<file path="src/rtl/packed_pixel_to_rgb_decoder_defines.svh">
// Assertion macros for the packed pixel to RGB decoder.
// Used by the modules that carry concurrent checks; expects clk and rst in scope.
`ifndef PACKED_PIXEL_TO_RGB_DECODER_DEFINES_SVH
`define PACKED_PIXEL_TO_RGB_DECODER_DEFINES_SVH

// Same-cycle implication, checked on every rising edge outside reset.
`define PPD_ASSERT_IMPL(lbl, ante, cons) \
  lbl: assert property (@(posedge clk) disable iff (rst) (ante) |-> (cons)) \
    else $error("ppd check failed");

// Next-cycle implication, checked on every rising edge outside reset.
`define PPD_ASSERT_NEXT(lbl, ante, cons) \
  lbl: assert property (@(posedge clk) disable iff (rst) (ante) |=> (cons)) \
    else $error("ppd check failed");

`endif

</file>
<file path="src/rtl/ppd_pkg.sv">
// Shared types, constants and the Q10 clamp for the packed pixel decoder.
// No dependencies; all other sources but the macro header import it.
`timescale 1ns / 1ps
`default_nettype none

package ppd_pkg;

  localparam int WordW    = 32;
  localparam int ChanW    = 8;
  localparam int CfgIdxW  = 1;
  localparam int CfgDataW = 2;
  // Signed width of the BT.601 sums; the largest magnitude is below 2^20.
  localparam int SumW     = 22;

  // BT.601 coefficients in Q10.
  localparam int CoefY  = 1192;
  localparam int CoefRv = 1634;
  localparam int CoefGv = 833;
  localparam int CoefGu = 400;
  localparam int CoefBu = 2066;
  localparam int LumaOffset   = 16;
  localparam int ChromaOffset = 128;
  localparam int ClampHigh    = 255 * 1024;

  typedef enum logic [1:0] {
    FMT_RGB565 = 2'd0,
    FMT_RGB555 = 2'd1,
    FMT_RGB888 = 2'd2,
    FMT_UYVY   = 2'd3
  } fmt_t;

  typedef enum logic [CfgIdxW-1:0] {
    REG_PIXEL_FORMAT = 1'b0,
    REG_BIG_ENDIAN   = 1'b1
  } reg_idx_t;

  typedef struct packed {
    logic [ChanW-1:0] red;
    logic [ChanW-1:0] green;
    logic [ChanW-1:0] blue;
  } rgb_t;

  typedef struct packed {
    rgb_t color;
    logic last_of_word;
    logic image_done;
  } pixel_t;

  // Floor of a Q10 sum, saturated to 0..255.
  function automatic logic [ChanW-1:0] clamp_q10(input logic signed [SumW-1:0] s);
    logic [ChanW-1:0] res;
    if (s <= 0) begin
      res = '0;
    end else if (s >= SumW'(ClampHigh)) begin
      res = {ChanW{1'b1}};
    end else begin
      res = s[10 +: ChanW];
    end
    return res;
  endfunction

endpackage

`default_nettype wire

</file>
<file path="src/rtl/ppd_if.sv">
// Valid/ready channel interfaces for the packed pixel decoder: input words
// and output pixels. Depends on ppd_pkg for the field widths.
`timescale 1ns / 1ps
`default_nettype none

interface ppd_word_if;
  import ppd_pkg::*;
  logic             valid;
  logic             ready;
  logic [WordW-1:0] pixel_word;
  logic             end_of_image;

  modport source (output valid, output pixel_word, output end_of_image, input ready);
  modport sink   (input valid, input pixel_word, input end_of_image, output ready);
endinterface

interface ppd_pixel_if;
  import ppd_pkg::*;
  logic             valid;
  logic             ready;
  logic [ChanW-1:0] red;
  logic [ChanW-1:0] green;
  logic [ChanW-1:0] blue;
  logic             last_of_word;
  logic             image_done;

  modport source (output valid, output red, output green, output blue,
                  output last_of_word, output image_done, input ready);
  modport sink   (input valid, input red, input green, input blue,
                  input last_of_word, input image_done, output ready);
endinterface

`default_nettype wire

</file>
<file path="src/rtl/packed_pixel_to_rgb_decoder.sv">
// Top level of the packed pixel to RGB888 decoder: word register, format
// logic and pixel output register. Depends on ppd_pkg, ppd_if, the two units.
`timescale 1ns / 1ps
`default_nettype none

// Decodes 32-bit packed pixel words into 8-bit red, green and blue pixels.
// The format register selects RGB565 or RGB555 (one pixel from the low
// halfword, channels padded with zeros below), RGB888 (one pixel from bits
// 23:0) or UYVY 4:2:2 (two pixels per word, BT.601 in Q10, floored and
// clamped to 0..255). The big-endian flag swaps bytes of RGB words only:
// the low halfword in the 16-bit modes, the whole word in RGB888. An
// accepted word sits in a word register; each cycle the output register
// can take a pixel, one pixel is decoded from it. RGB words therefore run
// at one word per cycle while the output is not stalled; a UYVY word is
// held for two pixels, since the single converter makes the pixel from
// y0 and then from y1. An accepted word waits in the word register and
// its first pixel is registered into the pixel output register once that
// register can take it. last_of_word marks the final pixel of each word
// and image_done carries end_of_image on that pixel. Configuration must
// only be written while no word is in flight; reset is synchronous and
// clears both valid bits and the phase and selects RGB565, no swap.
module packed_pixel_to_rgb_decoder (
  input  logic                         clk,
  input  logic                         rst,
  input  logic                         write_enable,
  input  logic [ppd_pkg::CfgIdxW-1:0]  write_index,
  input  logic [ppd_pkg::CfgDataW-1:0] write_data,
  ppd_word_if.sink                     pixel_in,
  ppd_pixel_if.source                  pixel_out
);
  import ppd_pkg::*;
`include "packed_pixel_to_rgb_decoder_defines.svh"

  // Configuration registers.
  fmt_t pixel_format;
  logic big_endian;

  // Word register. phase is set once the first UYVY pixel has gone out.
  logic             in_valid;
  logic [WordW-1:0] in_word;
  logic             in_eoi;
  logic             phase;

  // Pixel output register.
  logic   out_valid;
  pixel_t out_pix;

  logic   is_uyvy;
  logic   final_pix;
  logic   advance;
  logic   accept;
  rgb_t   rgb_color;
  rgb_t   yuv_color;
  logic [ChanW-1:0] y_sel;
  pixel_t pix_next;

  always_ff @(posedge clk) begin
    if (rst) begin
      pixel_format <= FMT_RGB565;
      big_endian   <= 1'b0;
    end else if (write_enable) begin
      case (reg_idx_t'(write_index))
        REG_PIXEL_FORMAT: pixel_format <= fmt_t'(write_data);
        REG_BIG_ENDIAN:   big_endian   <= write_data[0];
        default:          ;
      endcase
    end
  end

  // A word leaves the word register with its final pixel; a UYVY word
  // stays for one more step so the second pixel can be made.
  always_comb begin
    is_uyvy   = (pixel_format == FMT_UYVY);
    final_pix = !is_uyvy || phase;
    advance   = in_valid && (!out_valid || pixel_out.ready);
    pixel_in.ready = !in_valid || (advance && final_pix);
    accept    = pixel_in.valid && pixel_in.ready;
  end

  ppd_rgb_unpack u_rgb_unpack (
    .pixel_word   (in_word),
    .pixel_format (pixel_format),
    .big_endian   (big_endian),
    .color        (rgb_color)
  );

  assign y_sel = phase ? in_word[31:24] : in_word[15:8];

  ppd_yuv_pixel u_yuv_pixel (
    .y     (y_sel),
    .u     (in_word[7:0]),
    .v     (in_word[23:16]),
    .color (yuv_color)
  );

  always_comb begin
    pix_next.color        = is_uyvy ? yuv_color : rgb_color;
    pix_next.last_of_word = final_pix;
    pix_next.image_done   = final_pix && in_eoi;
  end

  always_ff @(posedge clk) begin
    if (rst) begin
      in_valid <= 1'b0;
      phase    <= 1'b0;
    end else begin
      if (accept) begin
        in_valid <= 1'b1;
      end else if (advance && final_pix) begin
        in_valid <= 1'b0;
      end
      if (advance) begin
        phase <= !final_pix;
      end
    end
  end

  always_ff @(posedge clk) begin
    if (accept) begin
      in_word <= pixel_in.pixel_word;
      in_eoi  <= pixel_in.end_of_image;
    end
  end

  always_ff @(posedge clk) begin
    if (rst) begin
      out_valid <= 1'b0;
    end else if (advance) begin
      out_valid <= 1'b1;
    end else if (pixel_out.ready) begin
      out_valid <= 1'b0;
    end
  end

  always_ff @(posedge clk) begin
    if (advance) begin
      out_pix <= pix_next;
    end
  end

  assign pixel_out.valid        = out_valid;
  assign pixel_out.red          = out_pix.color.red;
  assign pixel_out.green        = out_pix.color.green;
  assign pixel_out.blue         = out_pix.color.blue;
  assign pixel_out.last_of_word = out_pix.last_of_word;
  assign pixel_out.image_done   = out_pix.image_done;

  // The first UYVY pixel must leave the word in place for the second.
  `PPD_ASSERT_NEXT(a_first_keeps_word, advance && !final_pix, in_valid && phase)
  // An accepted word always lands in the word register.
  `PPD_ASSERT_NEXT(a_accept_loads, accept, in_valid)
  // The second-pixel phase only exists while a word is held.
  `PPD_ASSERT_IMPL(a_phase_held, phase, in_valid)
  // End of image can only ride on the final pixel of a word.
  `PPD_ASSERT_IMPL(a_done_on_last, out_valid && out_pix.image_done, out_pix.last_of_word)

endmodule

`default_nettype wire

</file>
<file path="src/rtl/ppd_rgb_unpack.sv">
// Unpacks one RGB565, RGB555 or RGB888 pixel, with optional byte swap.
// Depends on ppd_pkg.
`timescale 1ns / 1ps
`default_nettype none

module ppd_rgb_unpack (
  input  logic [ppd_pkg::WordW-1:0] pixel_word,
  input  ppd_pkg::fmt_t             pixel_format,
  input  logic                      big_endian,
  output ppd_pkg::rgb_t             color
);
  import ppd_pkg::*;

  logic [WordW-1:0] word_swapped;
  logic [15:0]      half;

  always_comb begin
    word_swapped = big_endian ?
                   {pixel_word[7:0], pixel_word[15:8], pixel_word[23:16], pixel_word[31:24]} :
                   pixel_word;
    half = big_endian ? {pixel_word[7:0], pixel_word[15:8]} : pixel_word[15:0];
    case (pixel_format)
      FMT_RGB565: begin
        color.red   = {half[15:11], 3'b000};
        color.green = {half[10:5], 2'b00};
        color.blue  = {half[4:0], 3'b000};
      end
      FMT_RGB555: begin
        color.red   = {half[14:10], 3'b000};
        color.green = {half[9:5], 3'b000};
        color.blue  = {half[4:0], 3'b000};
      end
      FMT_RGB888: begin
        color.red   = word_swapped[23:16];
        color.green = word_swapped[15:8];
        color.blue  = word_swapped[7:0];
      end
      default: begin
        color = '0;
      end
    endcase
  end

endmodule

`default_nettype wire

</file>
<file path="src/rtl/ppd_yuv_pixel.sv">
// Converts one luma sample and a shared chroma pair to RGB888 with BT.601 in Q10.
// Depends on ppd_pkg for the coefficients and the clamp function.
`timescale 1ns / 1ps
`default_nettype none

module ppd_yuv_pixel (
  input  logic [ppd_pkg::ChanW-1:0] y,
  input  logic [ppd_pkg::ChanW-1:0] u,
  input  logic [ppd_pkg::ChanW-1:0] v,
  output ppd_pkg::rgb_t             color
);
  import ppd_pkg::*;

  logic signed [SumW-1:0] y_c;
  logic signed [SumW-1:0] u_c;
  logic signed [SumW-1:0] v_c;
  logic signed [SumW-1:0] y_term;
  logic signed [SumW-1:0] sum_r;
  logic signed [SumW-1:0] sum_g;
  logic signed [SumW-1:0] sum_b;

  always_comb begin
    y_c = $signed({{(SumW-ChanW){1'b0}}, y}) - SumW'(LumaOffset);
    u_c = $signed({{(SumW-ChanW){1'b0}}, u}) - SumW'(ChromaOffset);
    v_c = $signed({{(SumW-ChanW){1'b0}}, v}) - SumW'(ChromaOffset);
    y_term = y_c * $signed(SumW'(CoefY));
    sum_r  = y_term + v_c * $signed(SumW'(CoefRv));
    sum_g  = y_term - v_c * $signed(SumW'(CoefGv)) - u_c * $signed(SumW'(CoefGu));
    sum_b  = y_term + u_c * $signed(SumW'(CoefBu));
    color.red   = clamp_q10(sum_r);
    color.green = clamp_q10(sum_g);
    color.blue  = clamp_q10(sum_b);
  end

endmodule

`default_nettype wire

</file>
<file path="src/flat_wrapper.sv">
// flat-port wrapper written by rule: the top's interface ports become plain ports
module packed_pixel_to_rgb_decoder_flat import ppd_pkg::*;
  (clk, rst, write_enable, write_index, write_data, pixel_in_valid, pixel_in_pixel_word, pixel_in_end_of_image, pixel_in_ready, pixel_out_valid, pixel_out_red, pixel_out_green, pixel_out_blue, pixel_out_last_of_word, pixel_out_image_done, pixel_out_ready);
  ppd_word_if pixel_in_i ();
  ppd_pixel_if pixel_out_i ();
  input  logic clk;
  input  logic rst;
  input  logic write_enable;
  input  logic [ppd_pkg::CfgIdxW-1:0] write_index;
  input  logic [ppd_pkg::CfgDataW-1:0] write_data;
  input wire logic [$bits(pixel_in_i.valid)-1:0] pixel_in_valid;
  input wire logic [$bits(pixel_in_i.pixel_word)-1:0] pixel_in_pixel_word;
  input wire logic [$bits(pixel_in_i.end_of_image)-1:0] pixel_in_end_of_image;
  output wire logic [$bits(pixel_in_i.ready)-1:0] pixel_in_ready;
  output wire logic [$bits(pixel_out_i.valid)-1:0] pixel_out_valid;
  output wire logic [$bits(pixel_out_i.red)-1:0] pixel_out_red;
  output wire logic [$bits(pixel_out_i.green)-1:0] pixel_out_green;
  output wire logic [$bits(pixel_out_i.blue)-1:0] pixel_out_blue;
  output wire logic [$bits(pixel_out_i.last_of_word)-1:0] pixel_out_last_of_word;
  output wire logic [$bits(pixel_out_i.image_done)-1:0] pixel_out_image_done;
  input wire logic [$bits(pixel_out_i.ready)-1:0] pixel_out_ready;
  assign pixel_in_i.valid = pixel_in_valid;
  assign pixel_in_i.pixel_word = pixel_in_pixel_word;
  assign pixel_in_i.end_of_image = pixel_in_end_of_image;
  assign pixel_in_ready = pixel_in_i.ready;
  assign pixel_out_valid = pixel_out_i.valid;
  assign pixel_out_red = pixel_out_i.red;
  assign pixel_out_green = pixel_out_i.green;
  assign pixel_out_blue = pixel_out_i.blue;
  assign pixel_out_last_of_word = pixel_out_i.last_of_word;
  assign pixel_out_image_done = pixel_out_i.image_done;
  assign pixel_out_i.ready = pixel_out_ready;
  packed_pixel_to_rgb_decoder u_core (.clk(clk), .rst(rst), .write_enable(write_enable), .write_index(write_index), .write_data(write_data), .pixel_in(pixel_in_i), .pixel_out(pixel_out_i));
endmodule
</file>
<file path="config.mk">
export PLATFORM = sky130hd
export DESIGN_NAME = packed_pixel_to_rgb_decoder_flat
export DESIGN_NICKNAME = d
export VERILOG_FILES = /design/src/rtl/ppd_pkg.sv /design/src/rtl/ppd_if.sv /design/src/rtl/packed_pixel_to_rgb_decoder.sv /design/src/rtl/ppd_rgb_unpack.sv /design/src/rtl/ppd_yuv_pixel.sv /design/src/flat_wrapper.sv
export VERILOG_INCLUDE_DIRS = /design/src /design/src/rtl
export SDC_FILE = /design/constraint.sdc
export NUM_CORES = 1
export LEC_CHECK = 0
export BUFFER_PORTS_ARGS = -buffer_cell sky130_fd_sc_hd__buf_4
export CELL_PAD_IN_SITES_DETAIL_PLACEMENT = 2
export CELL_PAD_IN_SITES_GLOBAL_PLACEMENT = 2
export CORE_MARGIN = 2
export CORE_UTILIZATION = 43
export CTS_CLUSTER_SIZE = 20
export DETAILED_ROUTE_END_ITERATION = 8
export GPL_TIMING_DRIVEN = 1
export PLACE_DENSITY = 0.85
export SYNTH_ARGS = -nofsm -noshare
export SYNTH_HDL_FRONTEND = slang
export SYNTH_SLANG_ARGS = --single-unit
</file>
<file path="constraint.sdc">
create_clock -name clk -period 24.4 [get_ports clk]
set_clock_uncertainty 0.2 [all_clocks]
set_input_delay 1.22 -clock clk [delete_from_list [all_inputs] [get_ports clk]]
set_output_delay 1.22 -clock clk [all_outputs]
set_load 0.05 [all_outputs]
</file>
==> impl_results.md <==
- IO buf count: 68
- Detailed Route Iter0 Violations: 664
- Post-synthesis sequential area ratio: 16.1%
- CTS max path bufs: 2
- Number of synthesized flops with an enable pin: 59
- Max-Cap Viols: 0
- FF+latch count, synth: 65
- Worst setup SP type: flip-flop
- Die area: 28,600 um2
- CTS H-tree depth: 3
- Buf/Inv on CP: 3
- Vias post-DR: 10,400
- Largest area contributor in the netlist: ha_1
- Critical path endpoint category: flip-flop
- RSZ-0062 raised after global routing: no
- Synth unique cells: 81
- CP arrival: 10,500 ps
- Die Span Y: 169 um
- Vias/cell: 6.29
- FILL cells: 2,862
- Site Rows: 60
- Starting density of the core: 43.6%
- Setup TNS: 0 ps
- Syn nets: 1,631
- CTS Hold Bufs: 0
- Status: finished clean
- Critical path fanouts, max: 16
- Area delta synth->final: 10.7%
- Post-route ant nets: 0
- # nets final: 1,702
- Slew headroom: 31.9%
- Syn. warnings: 0
- Most used DFF post-synth: edfxtp_1
- Clock root buffer: clkbuf_16
- Residual DRC: 0
- Core Footprint: 26,900 um2
- GR Overflow Total: 0
- CP max stage cell: dfxtp_1
- Post-Syn Area: 11,700 um2
- Async SR Flop Fraction: 0%
- Routed WL: 51.5 mm
- IO Pins: 69
- Req. time, crit path: 24,230 ps
- DR WL/cell: 31.0 um
- Final period util: 43.7%
- Count of pins over their slew limit: 0
- Clock slew at reported path FFs: 70 ps
- Layout cell share with drive strength beyond 1: 10.3%
- Max incr delay on CP: 690 ps
- Pre-antenna DRT Iters: 7
- Die W: 169 um
- # Post-CTS Setup Buffers: 0
- Routability Congestion: 0.878
- Fmax: 0.0937 GHz
- Final setup viols: 0
- Class of the worst hold path: reg2reg
- Vias in the first global route: 12,200
- Post-synth top area share: 30.0%
- Number of antenna violations at the first check in global routing: 2
- Tot GR Track Use: 35.9%
- Num CTS Buffers: 9
- Clk_lat worst skew: 360 ps
- Pin count of the biggest net entering global routing: 50
- Average cell area after synthesis: 9.45 um2
- Hold Vio Cnt, Final: 0
- CTS tree: yes
- First-pass GRT wire length: 76.0 mm
- Post-Synthesis Cells: 1,241
- # clock sinks: 65
- Crit path time final: 10,670 ps
- Post_cts resized: 0
- Kind of critical path: reg2reg
- CP delay by family, top: adder cells
- Worst Max-Slew Pin Slew: 1020 ps
- Crit path top cell by count: ha_1
- Dominant cells by area after synthesis: ha_1 (30%), edfxtp_1 (15%), fa_1 (12%)
- Detailed placement HPWL: 38.3 mm
==> path summary, 6_finish.rpt <==
| kind | slack, ps | startpoint | endpoint | cells past startpoint |
|---|---|---|---|---|
| max | 13730 | u_core.phase | u_core.pixel_out.green[1] | 30 |
| min | 320 | u_core.in_valid | u_core.pixel_out.valid | 2 |
| max reg2reg | 13730 | u_core.phase | u_core.pixel_out.green[1] | 30 |
| min reg2reg | 320 | u_core.in_valid | u_core.pixel_out.valid | 2 |
==> flip-flops by register name, summed over array words and instances, names as in the netlist, 2 cells and up <==
name,cells
u_core.in_word,32
u_core.pixel_out.red,8
u_core.pixel_out.green,8
u_core.pixel_format,2
u_core.pixel_out.blue,8
==> tightest hold or removal path, cell delays in order (launching register included) <==
cell	delay, ps
dfxtp_1	340
inv_1	80
a21oi_1	60
==> layer usage <==
layer	global-route usage (%)	routed length [um]	vias to the layer above
met5	0	0	-
met4	24.5	4110	0
met3	5.97	3020	225
met2	64.7	25700	444
met1	38.3	18600	5247
li1	-	-	4527
==> cell usage after synthesis (17+ instances only) <==
master	count
inv_1	216
o21ai_0	53
ha_1	281
xor2_1	20
nand2b_1	17
nor2_1	50
a21oi_1	71
nand3_1	20
a21o_1	21
xnor2_1	56
fa_1	68
edfxtp_1	59
nor2b_1	21
mux2i_1	27
nor3_1	17
nand2_1	36
==> placed cells by master, fill, tap and decap left out, types with 5 or more instances in the layout <==
cell / instances
buf_4: 75
a21o_1: 21
nor2b_1: 21
or3_1: 5
ha_1: 281
and3_1: 7
o21ai_0: 53
and2_1: 8
nor2_1: 50
inv_1: 215
a31o_2: 6
a211oi_1: 6
dfxtp_1: 5
or2_2: 7
clkbuf_16: 9
edfxtp_1: 59
o21bai_1: 9
a31oi_1: 11
o221ai_1: 5
mux2i_1: 27
o21a_1: 13
nand3_1: 20
nor3_1: 17
xor2_1: 20
nand2b_1: 17
fa_1: 68
o22ai_1: 13
o2bb2ai_1: 5
mux4_2: 8
nand2_1: 36
a21oi_1: 71
o211ai_1: 8
xnor2_1: 56
==> cell families after synthesis <==
group | share of synthesized area, %
fa+ha+maj | 41.6
compound gates | 15.1
buf+inv | 7.56
simple gates | 9.22
xor+xnor | 6.14
flops | 16.1
mux | 4.22
==> through the flow <==
| stage | hold WS (ps) | area (um2) | std cells | setup slack [ps] | util, % |
|---|---|---|---|---|---|
| 4_1_cts | 302 | 13000 | 1657 | 13990 | 48.2 |
| 3_3_place_gp | 250 | 12600 | 1641 | 15300 | 47.0 |
| 5_1_grt | 350 | 13000 | 1658 | 13420 | 48.3 |
| 3_5_place_dp | 295 | 12600 | 1641 | 14440 | 47.0 |
| 2_1_floorplan | 229 | 11700 | 1241 | 15710 | - |
| 6_report | 319 | 13000 | 1660 | 13730 | 48.3 |
==> area by class of cell <==
class / count / area, um2 / share of cell area, %
Clock buffer: 10 / 229 / 1.76
Inverter: 216 / 811 / 6.24
Timing Repair Buffer: 76 / 591 / 4.55
Multi-Input combinational cell: 944 / 8950 / 68.9
Antenna cell: 2 / 5.00 / 0.0385
Clock inverter: 6 / 82.6 / 0.636
Sequential cell: 65 / 1890 / 14.6
Tap cell: 341 / 427 / 3.28
Power is left out: the tool's default activity adds up to more than one toggle a clock period on the data nets, which glitch-free logic cannot reach.
